--- src/rtl/core/mga_pkg.sv ---
// Shared types and constants of the masked Gaussian RGB average block.
// Used by every module and interface under rtl/core; depends on nothing.

package mga_pkg;

    localparam int WINDOW_WIDTH  = 3;
    localparam int WINDOW_HEIGHT = 3;
    localparam int WINDOW_PIXELS = WINDOW_WIDTH * WINDOW_HEIGHT;
    localparam int POS_W         = (WINDOW_PIXELS > 1) ? $clog2(WINDOW_PIXELS) : 1;

    localparam int CH_W     = 8;
    localparam int W_W      = 4;
    localparam int MASK_W   = 36;
    localparam int SUM_W    = 16;
    localparam int CNT_W    = 8;
    localparam int NUM_CH   = 3;
    localparam int DIV_ITER = SUM_W - CH_W;
    localparam int ITER_W   = $clog2(DIV_ITER);

    localparam int QUEUE_DEPTH = 4;
    localparam int QUEUE_AW    = 2;

    localparam logic [MASK_W-1:0] RESET_MASK = 36'h121242121;

    // Channel lanes of the sums and the divider.
    localparam int CH_RED   = 0;
    localparam int CH_GREEN = 1;
    localparam int CH_BLUE  = 2;

    typedef struct packed {
        logic [CH_W-1:0] red;
        logic [CH_W-1:0] green;
        logic [CH_W-1:0] blue;
        logic [W_W-1:0]  weight;
        logic            count_en;
        logic            last;
    } t_pix_entry;

    typedef struct packed {
        logic [NUM_CH-1:0][SUM_W-1:0] sum;
        logic [CNT_W-1:0]             count;
    } t_div_req;

    typedef struct packed {
        logic [CH_W-1:0] red_out;
        logic [CH_W-1:0] green_out;
        logic [CH_W-1:0] blue_out;
        logic            no_weight;
        logic            clipped;
    } t_result;

    typedef enum logic [1:0] {
        DIV_IDLE,
        DIV_RUN,
        DIV_DONE
    } t_div_state;

endpackage

--- src/rtl/core/mga_pix_if.sv ---
// Pixel channel: valid/ready handshake carrying one RGB window pixel.
// Depends on mga_pkg for the channel width.

interface mga_pix_if;
    logic                    valid;
    logic                    ready;
    logic [mga_pkg::CH_W-1:0] red;
    logic [mga_pkg::CH_W-1:0] green;
    logic [mga_pkg::CH_W-1:0] blue;

    modport source (output valid, output red, output green, output blue, input ready);
    modport sink   (input valid, input red, input green, input blue, output ready);
endinterface

--- src/rtl/core/mga_res_if.sv ---
// Result channel: valid/ready handshake carrying one averaged window result.
// Depends on mga_pkg for the channel width.

interface mga_res_if;
    logic                    valid;
    logic                    ready;
    logic [mga_pkg::CH_W-1:0] red_out;
    logic [mga_pkg::CH_W-1:0] green_out;
    logic [mga_pkg::CH_W-1:0] blue_out;
    logic                    no_weight;
    logic                    clipped;

    modport source (output valid, output red_out, output green_out, output blue_out,
                    output no_weight, output clipped, input ready);
    modport sink   (input valid, input red_out, input green_out, input blue_out,
                    input no_weight, input clipped, output ready);
endinterface

--- src/rtl/core/mga_front.sv ---
// Front end: holds the mask register and the window position, tags each pixel
// with its weight, count enable and end-of-window mark. Depends on mga_pkg, mga_pix_if.

module mga_front (
    input  logic                         i_clk,
    input  logic                         i_rst_n,
    input  logic                         i_cfg_we,
    input  logic [mga_pkg::MASK_W-1:0]   i_cfg_data,
    mga_pix_if.sink                      i_pix,
    input  logic                         i_q_full,
    output logic                         o_q_push,
    output mga_pkg::t_pix_entry          o_q_entry
);

    logic [mga_pkg::MASK_W-1:0] r_mask;
    logic [mga_pkg::POS_W-1:0]  r_pos;
    logic [mga_pkg::POS_W-1:0]  n_pos;
    logic                       last_pos;

    assign last_pos = (r_pos == mga_pkg::POS_W'(mga_pkg::WINDOW_PIXELS - 1));
    assign n_pos    = last_pos ? '0 : r_pos + 1'b1;

    assign i_pix.ready = !i_q_full;
    assign o_q_push    = i_pix.valid && !i_q_full;

    always_comb begin
        o_q_entry.red      = i_pix.red;
        o_q_entry.green    = i_pix.green;
        o_q_entry.blue     = i_pix.blue;
        o_q_entry.weight   = r_mask[mga_pkg::W_W * r_pos +: mga_pkg::W_W];
        o_q_entry.count_en = (|i_pix.red) && (|i_pix.green) && (|i_pix.blue);
        o_q_entry.last     = last_pos;
    end

    always_ff @(posedge i_clk) begin
        if (!i_rst_n) begin
            r_mask <= mga_pkg::RESET_MASK;
            r_pos  <= '0;
        end else begin
            if (i_cfg_we) begin
                r_mask <= i_cfg_data;
            end
            if (o_q_push) begin
                r_pos <= n_pos;
            end
        end
    end

endmodule

--- src/rtl/core/mga_fifo.sv ---
// Short queue of tagged pixels between the front end and the back end.
// Depends on mga_pkg for the entry type and depth.

module mga_fifo (
    input  logic                i_clk,
    input  logic                i_rst_n,
    input  logic                i_push,
    input  mga_pkg::t_pix_entry i_entry,
    output logic                o_full,
    input  logic                i_pop,
    output mga_pkg::t_pix_entry o_entry,
    output logic                o_empty
);

    mga_pkg::t_pix_entry           r_mem [mga_pkg::QUEUE_DEPTH];
    logic [mga_pkg::QUEUE_AW-1:0]  r_wr;
    logic [mga_pkg::QUEUE_AW-1:0]  r_rd;
    logic [mga_pkg::QUEUE_AW:0]    r_cnt;

    assign o_full  = (r_cnt == (mga_pkg::QUEUE_AW + 1)'(mga_pkg::QUEUE_DEPTH));
    assign o_empty = (r_cnt == '0);
    assign o_entry = r_mem[r_rd];

    always_ff @(posedge i_clk) begin
        if (i_push) begin
            r_mem[r_wr] <= i_entry;
        end
    end

    always_ff @(posedge i_clk) begin
        if (!i_rst_n) begin
            r_wr  <= '0;
            r_rd  <= '0;
            r_cnt <= '0;
        end else begin
            if (i_push) begin
                r_wr <= r_wr + 1'b1;
            end
            if (i_pop) begin
                r_rd <= r_rd + 1'b1;
            end
            case ({i_push, i_pop})
                2'b10:   r_cnt <= r_cnt + 1'b1;
                2'b01:   r_cnt <= r_cnt - 1'b1;
                default: r_cnt <= r_cnt;
            endcase
        end
    end

endmodule

--- src/rtl/core/mga_div.sv ---
// Three-lane restoring divider with saturation, one quotient bit per lane per cycle.
// Holds its result until it is taken. Depends on mga_pkg.

module mga_div (
    input  logic              i_clk,
    input  logic              i_rst_n,
    input  logic              i_start,
    input  mga_pkg::t_div_req i_req,
    output logic              o_idle,
    output logic              o_valid,
    input  logic              i_ready,
    output mga_pkg::t_result  o_result
);

    mga_pkg::t_div_state r_state;
    mga_pkg::t_div_state n_state;

    logic [mga_pkg::ITER_W-1:0] r_bit;
    logic [mga_pkg::CNT_W-1:0]  r_count;
    logic                       r_no_wt;
    logic [mga_pkg::NUM_CH-1:0] r_clip;
    logic [mga_pkg::CH_W-1:0]   r_quo [mga_pkg::NUM_CH];
    logic [mga_pkg::CNT_W-1:0]  r_rem [mga_pkg::NUM_CH];

    logic [mga_pkg::CNT_W:0]    trial [mga_pkg::NUM_CH];
    logic [mga_pkg::CNT_W:0]    diff  [mga_pkg::NUM_CH];
    logic [mga_pkg::NUM_CH-1:0] fits;
    logic [mga_pkg::CH_W-1:0]   lane_out [mga_pkg::NUM_CH];
    logic                       load;

    assign load = i_start && (r_state == mga_pkg::DIV_IDLE);

    always_comb begin
        n_state = r_state;
        o_idle  = 1'b0;
        o_valid = 1'b0;
        case (r_state)
            mga_pkg::DIV_IDLE: begin
                o_idle = 1'b1;
                if (i_start) begin
                    n_state = (i_req.count == '0) ? mga_pkg::DIV_DONE : mga_pkg::DIV_RUN;
                end
            end
            mga_pkg::DIV_RUN: begin
                if (r_bit == mga_pkg::ITER_W'(mga_pkg::DIV_ITER - 1)) begin
                    n_state = mga_pkg::DIV_DONE;
                end
            end
            mga_pkg::DIV_DONE: begin
                o_valid = 1'b1;
                if (i_ready) begin
                    n_state = mga_pkg::DIV_IDLE;
                end
            end
            default: n_state = mga_pkg::DIV_IDLE;
        endcase
    end

    // Each lane shifts the next dividend bit into its partial remainder.
    always_comb begin
        for (int ch = 0; ch < mga_pkg::NUM_CH; ch++) begin
            trial[ch] = {r_rem[ch], r_quo[ch][mga_pkg::CH_W-1]};
            fits[ch]  = (trial[ch] >= {1'b0, r_count});
            diff[ch]  = trial[ch] - {1'b0, r_count};
            if (r_no_wt) begin
                lane_out[ch] = '0;
            end else if (r_clip[ch]) begin
                lane_out[ch] = '1;
            end else begin
                lane_out[ch] = r_quo[ch];
            end
        end
    end

    always_comb begin
        o_result.red_out   = lane_out[mga_pkg::CH_RED];
        o_result.green_out = lane_out[mga_pkg::CH_GREEN];
        o_result.blue_out  = lane_out[mga_pkg::CH_BLUE];
        o_result.no_weight = r_no_wt;
        o_result.clipped   = !r_no_wt && (|r_clip);
    end

    always_ff @(posedge i_clk) begin
        if (!i_rst_n) begin
            r_state <= mga_pkg::DIV_IDLE;
        end else begin
            r_state <= n_state;
        end
    end

    // A quotient overflows eight bits exactly when the upper sum byte reaches the count,
    // so only the low byte of the dividend needs iterating.
    always_ff @(posedge i_clk) begin
        if (load) begin
            r_bit   <= '0;
            r_count <= i_req.count;
            r_no_wt <= (i_req.count == '0);
            for (int ch = 0; ch < mga_pkg::NUM_CH; ch++) begin
                r_clip[ch] <= (i_req.sum[ch][mga_pkg::SUM_W-1:mga_pkg::CH_W] >= i_req.count);
                r_rem[ch]  <= i_req.sum[ch][mga_pkg::SUM_W-1:mga_pkg::CH_W];
                r_quo[ch]  <= i_req.sum[ch][mga_pkg::CH_W-1:0];
            end
        end else if (r_state == mga_pkg::DIV_RUN) begin
            r_bit <= r_bit + 1'b1;
            for (int ch = 0; ch < mga_pkg::NUM_CH; ch++) begin
                r_rem[ch] <= fits[ch] ? diff[ch][mga_pkg::CNT_W-1:0]
                                      : trial[ch][mga_pkg::CNT_W-1:0];
                r_quo[ch] <= {r_quo[ch][mga_pkg::CH_W-2:0], fits[ch]};
            end
        end
    end

endmodule

--- src/rtl/core/mga_back.sv ---
// Back end: drains the pixel queue into the weighted sums and the weight count,
// and hands each finished window to the divider. Depends on mga_pkg, mga_div.

module mga_back (
    input  logic                i_clk,
    input  logic                i_rst_n,
    input  mga_pkg::t_pix_entry i_entry,
    input  logic                i_empty,
    output logic                o_pop,
    output logic                o_valid,
    input  logic                i_ready,
    output mga_pkg::t_result    o_result
);

    logic [mga_pkg::SUM_W-1:0] r_sum [mga_pkg::NUM_CH];
    logic [mga_pkg::SUM_W-1:0] n_sum [mga_pkg::NUM_CH];
    logic [mga_pkg::CH_W-1:0]  pix   [mga_pkg::NUM_CH];
    logic [mga_pkg::CNT_W-1:0] r_count;
    logic [mga_pkg::CNT_W-1:0] n_count;
    logic                      div_idle;
    logic                      start;
    mga_pkg::t_div_req         req;

    assign pix[mga_pkg::CH_RED]   = i_entry.red;
    assign pix[mga_pkg::CH_GREEN] = i_entry.green;
    assign pix[mga_pkg::CH_BLUE]  = i_entry.blue;

    // The closing pixel of a window waits until the divider is free.
    assign o_pop = !i_empty && (!i_entry.last || div_idle);
    assign start = o_pop && i_entry.last;

    always_comb begin
        for (int ch = 0; ch < mga_pkg::NUM_CH; ch++) begin
            n_sum[ch] = r_sum[ch]
                      + mga_pkg::SUM_W'(pix[ch]) * mga_pkg::SUM_W'(i_entry.weight);
            req.sum[ch] = n_sum[ch];
        end
        n_count   = i_entry.count_en ? r_count + mga_pkg::CNT_W'(i_entry.weight) : r_count;
        req.count = n_count;
    end

    always_ff @(posedge i_clk) begin
        if (!i_rst_n) begin
            r_count <= '0;
            for (int ch = 0; ch < mga_pkg::NUM_CH; ch++) begin
                r_sum[ch] <= '0;
            end
        end else if (o_pop) begin
            r_count <= i_entry.last ? '0 : n_count;
            for (int ch = 0; ch < mga_pkg::NUM_CH; ch++) begin
                r_sum[ch] <= i_entry.last ? '0 : n_sum[ch];
            end
        end
    end

    mga_div u_div (
        .i_clk    (i_clk),
        .i_rst_n  (i_rst_n),
        .i_start  (start),
        .i_req    (req),
        .o_idle   (div_idle),
        .o_valid  (o_valid),
        .i_ready  (i_ready),
        .o_result (o_result)
    );

endmodule

--- src/rtl/core/masked_gaussian_rgb_average.sv ---
// Top level of the masked Gaussian RGB average block.
// Depends on mga_pkg, mga_pix_if, mga_res_if, mga_front, mga_fifo and mga_back.

// Pixels arrive on i_pix in windows of nine, row-major, and each transfer on o_res carries
// one window's three averaged channels with the no_weight and clipped flags. The front end
// takes one pixel per cycle while its four-entry queue has room, and the back end adds one
// queued pixel per cycle into the sums while the queue is not empty. At the end of a window
// the three channels are divided in parallel, one quotient bit per cycle: the divider
// loads, runs one iteration for each of the eight quotient bits and holds the result, or
// goes straight from load to result when the weight count is zero. This overlaps the next
// window, whose closing pixel waits for the divider. The result stays on o_res until it
// is taken, and a new i_cfg_data word on i_cfg_we replaces the mask for the pixels
// that follow.

module masked_gaussian_rgb_average (
    input  logic                       i_clk,
    input  logic                       i_rst_n,
    input  logic                       i_cfg_we,
    input  logic [mga_pkg::MASK_W-1:0] i_cfg_data,
    mga_pix_if.sink                    i_pix,
    mga_res_if.source                  o_res
);

    mga_pkg::t_pix_entry push_entry;
    mga_pkg::t_pix_entry pop_entry;
    mga_pkg::t_result    result;
    logic                q_push;
    logic                q_pop;
    logic                q_full;
    logic                q_empty;

    mga_front u_front (
        .i_clk      (i_clk),
        .i_rst_n    (i_rst_n),
        .i_cfg_we   (i_cfg_we),
        .i_cfg_data (i_cfg_data),
        .i_pix      (i_pix),
        .i_q_full   (q_full),
        .o_q_push   (q_push),
        .o_q_entry  (push_entry)
    );

    mga_fifo u_fifo (
        .i_clk   (i_clk),
        .i_rst_n (i_rst_n),
        .i_push  (q_push),
        .i_entry (push_entry),
        .o_full  (q_full),
        .i_pop   (q_pop),
        .o_entry (pop_entry),
        .o_empty (q_empty)
    );

    mga_back u_back (
        .i_clk    (i_clk),
        .i_rst_n  (i_rst_n),
        .i_entry  (pop_entry),
        .i_empty  (q_empty),
        .o_pop    (q_pop),
        .o_valid  (o_res.valid),
        .i_ready  (o_res.ready),
        .o_result (result)
    );

    assign o_res.red_out   = result.red_out;
    assign o_res.green_out = result.green_out;
    assign o_res.blue_out  = result.blue_out;
    assign o_res.no_weight = result.no_weight;
    assign o_res.clipped   = result.clipped;

endmodule

--- src/flat_wrapper.sv ---
// flat-port wrapper written by rule: the top's interface ports become plain ports
module masked_gaussian_rgb_average_flat 
  (i_clk, i_rst_n, i_cfg_we, i_cfg_data, i_pix_valid, i_pix_red, i_pix_green, i_pix_blue, i_pix_ready, o_res_valid, o_res_red_out, o_res_green_out, o_res_blue_out, o_res_no_weight, o_res_clipped, o_res_ready);
  mga_pix_if i_pix_i ();
  mga_res_if o_res_i ();
  input  logic i_clk;
  input  logic i_rst_n;
  input  logic i_cfg_we;
  input  logic [mga_pkg::MASK_W-1:0] i_cfg_data;
  input wire logic [$bits(i_pix_i.valid)-1:0] i_pix_valid;
  input wire logic [$bits(i_pix_i.red)-1:0] i_pix_red;
  input wire logic [$bits(i_pix_i.green)-1:0] i_pix_green;
  input wire logic [$bits(i_pix_i.blue)-1:0] i_pix_blue;
  output wire logic [$bits(i_pix_i.ready)-1:0] i_pix_ready;
  output wire logic [$bits(o_res_i.valid)-1:0] o_res_valid;
  output wire logic [$bits(o_res_i.red_out)-1:0] o_res_red_out;
  output wire logic [$bits(o_res_i.green_out)-1:0] o_res_green_out;
  output wire logic [$bits(o_res_i.blue_out)-1:0] o_res_blue_out;
  output wire logic [$bits(o_res_i.no_weight)-1:0] o_res_no_weight;
  output wire logic [$bits(o_res_i.clipped)-1:0] o_res_clipped;
  input wire logic [$bits(o_res_i.ready)-1:0] o_res_ready;
  assign i_pix_i.valid = i_pix_valid;
  assign i_pix_i.red = i_pix_red;
  assign i_pix_i.green = i_pix_green;
  assign i_pix_i.blue = i_pix_blue;
  assign i_pix_ready = i_pix_i.ready;
  assign o_res_valid = o_res_i.valid;
  assign o_res_red_out = o_res_i.red_out;
  assign o_res_green_out = o_res_i.green_out;
  assign o_res_blue_out = o_res_i.blue_out;
  assign o_res_no_weight = o_res_i.no_weight;
  assign o_res_clipped = o_res_i.clipped;
  assign o_res_i.ready = o_res_ready;
  masked_gaussian_rgb_average u_core (.i_clk(i_clk), .i_rst_n(i_rst_n), .i_cfg_we(i_cfg_we), .i_cfg_data(i_cfg_data), .i_pix(i_pix_i), .o_res(o_res_i));
endmodule
--- config.mk ---
export PLATFORM = sky130hd
export DESIGN_NAME = masked_gaussian_rgb_average_flat
export DESIGN_NICKNAME = d
export VERILOG_FILES = /design/src/rtl/core/mga_pkg.sv /design/src/rtl/core/mga_pix_if.sv /design/src/rtl/core/mga_res_if.sv /design/src/rtl/core/mga_front.sv /design/src/rtl/core/mga_fifo.sv /design/src/rtl/core/mga_div.sv /design/src/rtl/core/mga_back.sv /design/src/rtl/core/masked_gaussian_rgb_average.sv /design/src/flat_wrapper.sv
export SDC_FILE = /design/constraint.sdc
export NUM_CORES = 1
export LEC_CHECK = 0
export ABC_AREA = 1
export BUFFER_PORTS_ARGS = -buffer_cell sky130_fd_sc_hd__buf_2
export CORE_MARGIN = 4
export CORE_UTILIZATION = 60
export CTS_CLUSTER_DIAMETER = 150
export DETAILED_ROUTE_END_ITERATION = 10
export PLACE_DENSITY = 0.78
export SETUP_SLACK_MARGIN = 0.15
export SLEW_MARGIN = 20
export SYNTH_ARGS = -nofsm -noshare
export SYNTH_HDL_FRONTEND = slang
export SYNTH_HIERARCHICAL = 1
export SYNTH_SLANG_ARGS = --single-unit
--- constraint.sdc ---
create_clock -name i_clk -period 14.25 [get_ports i_clk]
set_input_delay 0.7125 -clock i_clk [delete_from_list [all_inputs] [get_ports i_clk]]
set_output_delay 0.7125 -clock i_clk [all_outputs]
set_load 0.02 [all_outputs]
**After elaboration in Yosys (flattened, before gate mapping)**

Memories as Yosys holds them, arrays and structs flattened. A register that Yosys moved wholly into a read port is not among the register bits.
Index checks and enable logic that the tools add are counted.

- Register bits: 72
- Latch bits: 0
- Memory bits (writable): 216
- ROM bits: 0
- Bits of input ports: 65
- Output and inout bits: 28
- Logic and storage cells: 123
- Memories kept: 4

Memory list:

| memory | depth | width | rd ports | clocked after memory_dff | write ports | line | source |
|---|---|---|---|---|---|---|---|
| u_core.u_fifo.r_mem | 4 | 30 | 1 | 1 | 1 | mga_fifo.sv:15 | `mga_pkg::t_pix_entry r_mem [mga_pkg::QUEUE_DEPTH];` |
| u_core.u_back.r_sum | 3 | 16 | 3 | 0 | 3 | mga_back.sv:15 | `logic [mga_pkg::SUM_W-1:0] r_sum [mga_pkg::NUM_CH];` |
| u_core.u_back.u_div.r_quo | 3 | 8 | 3 | 0 | 3 | mga_div.sv:22 | `logic [mga_pkg::CH_W-1:0] r_quo [mga_pkg::NUM_CH];` |
| u_core.u_back.u_div.r_rem | 3 | 8 | 3 | 0 | 3 | mga_div.sv:23 | `logic [mga_pkg::CNT_W-1:0] r_rem [mga_pkg::NUM_CH];` |

- Add/subtract/negate cells: 13
- Multipliers: 3
- Div/mod/pow operators: 0
- Magnitude comparators: 6
- Eq/ne operators: 10
- Shift-type cells: 1
- Multiplexer cells: 45
- Bitwise gates (word level): 9
- Reductions and logical operators: 21

Operators by type and width:

| operator | count |
|---|---|
| $mux 8 | 17 |
| $mux 16 | 6 |
| $add 16x12->16 | 3 |
| $mul 8x4->12 | 3 |
| $shiftx 36x7->4 | 1 |
| $ge 9x8->1 | 3 |
| $ge 8x8->1 | 3 |
| $reduce_or 8->1 | 3 |
| $sub 8x8->8 | 3 |
| $mux 1 | 13 |
| $mux 2 | 6 |
| $or 1x1->1 | 9 |
| $add 8x4->8 | 1 |
| $logic_not 8->1 | 1 |
| $logic_and 1x1->1 | 7 |
| $add 3x1->3 const B | 2 |
| $eq 3x3->1 const B | 2 |
| $pmux 2 s3 | 1 |
| $pmux 3 s2 | 1 |
| $add 2x1->2 const B | 2 |
| $add 4x1->4 const B | 1 |
| $eq 2x1->1 const B | 2 |
| $eq 2x2->1 const B | 2 |
| $eq 4x4->1 const B | 1 |
| 11 further kinds | 15 |

**Longest topological paths before layout**

- Depth in word-level cells: 9
- Gate-level depth with buffers: 29
- Mapped depth without buffers: 26

**Modules after synthesis**

The synthesis kept the hierarchy.

Modules (own cells, without submodules):

| module | times used | cells each | area an instance (um2) |
|---|---|---|---|
| mga_back | 1 | 1127 | 7627.3 |
| mga_div | 1 | 643 | 5004.8 |
| mga_fifo | 1 | 348 | 4937.2 |
| mga_front | 1 | 301 | 2064.5 |

**Worst setup path before layout**

OpenSTA, ideal clock, no wires.

- Kind: register -> register
- Start: register (tool-made name)
- End: register u_core/u_back/u_div/r_clip[1] (netlist name), data pin
- Setup time: 0.271 ns
- Arrival time: 4.593 ns
- Required time: 13.979 ns
- Setup slack: 9.386 ns
- Cell stages (with the launch flop): 28
- Period minus slack after synthesis: 4.864 ns
- Path through: dfxtp_1 > buf_6 > inv_8 > buf_6 > nor2_1 > o22ai_1 > clkbuf_1 > nand2_1 > inv_1 > fa_1 > fa_1 > inv_1 > fa_1 > inv_1 > ha_1 > nand2_1 > inv_1 > nand2_1 > nand3_2 > nand2_1 > nand2_1 > nand2_1 > nand2_1 > ha_1 > a21oi_1 > o21ai_0 > nand2_1 > o2111ai_1

RTL lines:

| item | line | source |
|---|---|---|
| end signal, assigned by index | mga_div.sv:99 | `r_clip[ch] <= (i_req.sum[ch][mga_pkg::SUM_W-1:mga_pkg::CH_W] >= i_req.count);` |
| end, declared | mga_div.sv:21 | `logic [mga_pkg::NUM_CH-1:0] r_clip;` |

==> results.cfg <==
[cells_and_area]
number_of_filler_cells_placed_in_the_layout = 2592
post_layout_nonfiller_instances = 2932
finalNetCount = 2732
final_layout_size_suffix_gt1_frac = 0.08730
syn_to_final_growth_pct = 8.903
antennaDiodeCount = 0

[global_route]
grt_pass1_vias = 15601
grt_use_total = 0.2525
grt_max_degree = 72
grt_overflow = 0
antenna_found_initial = 0
grt_pass1_wl_mm = 75.07

[placed_design]
weighted_congestion_reported_at_the_end_of_routability_driven_placement = 0.9314
port-buffer-count = 92
dpl.hpwl_mm = 33.21
dpl.cell_count = 2873

[timing]
hold_viol_final = 0
setup_total_negative_slack_ps = 0
timing.final.max_slew_violations = 0
maxSlewHeadroom = 0.3375
max_freq_ghz = 0.1643
rsz0062_at_grt = false
worst_clock_skew_ps = 17.45
hold-worst-slack_ps = 359.1
final_period_minus_worst_setup_slack_ps = 6086
layout_worst_path_cycle_share = 0.4271
report.final.setup_viol = 0
tightest_slew_ps = 992.6

[cts]
clkTransAtPathRegs_ps = 70
clock_sink_count = 290
worst_skew_pair_latency_ps = 580
cts-root-to-sink-buffers = 3
cts-buffers-inserted = 31
clock_tree.htree_level_count = 1
postCtsResizedCells = 0
cts_hold_repair_buffers = 0
buffer_type_at_the_clock_tree_root = clkbuf_16
cts_setup_buffers = 0
cts_tree = built

[critical_path]
critical_path.n_buffers_inverters = 6
worstSetupStartpointType = flip-flop
critical_path_required_ps = 14570
cp_top_family = adder cells
critPathMostFrequentCell = nand2_1
critical-path-slowest-cell = inv_1
cp-end-kind = flip-flop
worst_path_largest_cell_delay_ps = 760
worstSetupPathType = flip-flop to flip-flop
data_arrival_at_the_endpoint_of_the_critical_path_ps = 6410
path_max_fanout = 31

[synth]
synth_fp_nets = 2679
syn-instance-count = 2419
synthMostInstantiatedCell = nand2_1
yosys.area_share.xor_xnor = 0.01364
synth_adder_area_share = 0.1503
synth_compound_area_frac = 0.07380
synth_top_family_by_area = simple AND/OR/NAND/NOR gates
synth_edf_count = 228
netlist.top_cell.by_area = edfxtp_1
ys_seq_area_frac = 0.4119
postSynth.asyncResetShare = 0
synth_warn = 6
synthTopCellsByArea = edfxtp_1 (35%), nand2_1 (12%), inv_1 (9.4%)
synthesis.area_per_instance_sq_um = 8.117
synth_top_area_share = 0.3487
post_synth_instance_area_sq_um = 19630
ys_top_cells_by_count = nand2_1 (614), inv_1 (491), edfxtp_1 (228)
synth_simple_gate_area_frac = 0.2244
synth-seq-cells = 290
ys_dominant_reg_cell = edfxtp_1
synth.distinct_cells = 42
synth_mux_area_frac = 0

[route]
detailedRoute.firstIterationViolations = 1197
route.detailed.drc = 0
detail_route.wl_per_cell_microns = 15.33
num_vias = 15589
detail_route.wirelength_mm = 44.94
drt.antenna.violating_nets = 0
initial_drt_pass_iterations = 6
viasPerCell = 5.317

[floorplan]
core-area_sq_um = 31880
chip_width_microns = 188.9
initial_standard_cell_utilization_of_the_core = 0.6159
dieHeight_microns = 188.9
ioPinCount = 93
num_rows = 65
die_area_sq_um = 35680

[outcome]
status = complete, no violations

[min_path]
min_path_type = input port to flip-flop

[flow_run]
max_cap_viol_count = 0
-- state kept, by name, summed over array words and instances (netlist names), named ones only --
name,cells
u_core/u_front/r_pos,4
u_core/u_back/r_sum,48
u_core/u_back/u_div/r_clip,3
u_core/u_fifo/r_wr,2
u_core/u_back/r_count,8
u_core/u_back/u_div/r_state,2
u_core/u_back/u_div/r_count,8
u_core/u_back/u_div/r_quo,24
u_core/u_fifo/r_rd,2
u_core/u_back/u_div/r_rem,24
u_core/u_fifo/r_mem,120
u_core/u_back/u_div/r_no_wt,1
u_core/u_fifo/r_cnt,3
u_core/u_back/u_div/r_bit,3
u_core/u_front/r_mask,36
-- placed cells by master (no fill, tap or decap), drive strengths merged, types with 20 or more instances in the layout --
master / instances
a21oi: 99
buf: 108
clkbuf: 38
dfxtp: 62
edfxtp: 228
fa: 68
ha: 127
inv: 506
nand2: 624
nand3: 122
nand3b: 26
nand4: 23
nor2: 205
o21ai: 141
o22ai: 30
xor2: 20
-- final cells by class --
class                      count  area, sq um  area share
timing repair buffer         108        578.1     0.02703
multi-input combinational   1533         9115      0.4263
sequential                   290         8089      0.3783
inverter                     508         1914     0.08953
tap                          435        544.3     0.02545
clock inverter                20        309.0     0.01445
clock buffer                  38        832.0     0.03891
-- worst register-to-register path: cells and delay by family (launching register included) --
| family | cells | cell delay, ps |
|---|---|---|
| adder cells (fa/ha/maj) | 5 | 2140 |
| buffers and inverters | 6 | 1240 |
| AO/OA/AOI/OAI | 5 | 1230 |
| AND/OR/NAND/NOR | 9 | 930 |
| flip-flops | 1 | 300 |
-- final timing paths --
| kind | start | to | slack, ps | cells past startpoint |
|---|---|---|---|---|
| setup / recovery | flip-flop | u_core/u_back/u_div/r_clip[1] | 8160 | 25 |
| hold / removal | i_cfg_data[5] | u_core/u_front/r_mask[5] | 360 | 3 |
| setup reg to reg | flip-flop | u_core/u_back/u_div/r_clip[1] | 8160 | 25 |
| hold reg to reg | u_core/u_front/r_mask[0] | u_core/u_front/r_mask[0] | 460 | 2 |
-- per-stage QoR --
step | utilization | setup slack [ps] | area [sq um]
2_1_floorplan | - | 9386 | 19630
3_3_place_gp | 0.6343 | 8089 | 20220
3_5_place_dp | 0.6343 | 7982 | 20220
4_1_cts | 0.6701 | 7994 | 21360
5_1_grt | 0.6707 | 7727 | 21380
6_report | 0.6707 | 8164 | 21380
-- metal layers --
metal  global-route usage  wire (microns)
met5                    0               0
met4              0.06895            1189
met3              0.02968            2425
met2               0.4367           21220
met1               0.3404           20110
-- cell families (layout without fill, tap and decap cells) --
kind of cell | count (synthesis) | after routing
compound gates | 277 | 277
xor+xnor | 28 | 28
flops | 290 | 290
buf+inv | 596 | 674
simple gates | 1033 | 1033
fa+ha+maj | 195 | 195
Power is left out: the tool's default activity adds up to more than one toggle a clock period on the data nets, which glitch-free logic cannot reach.
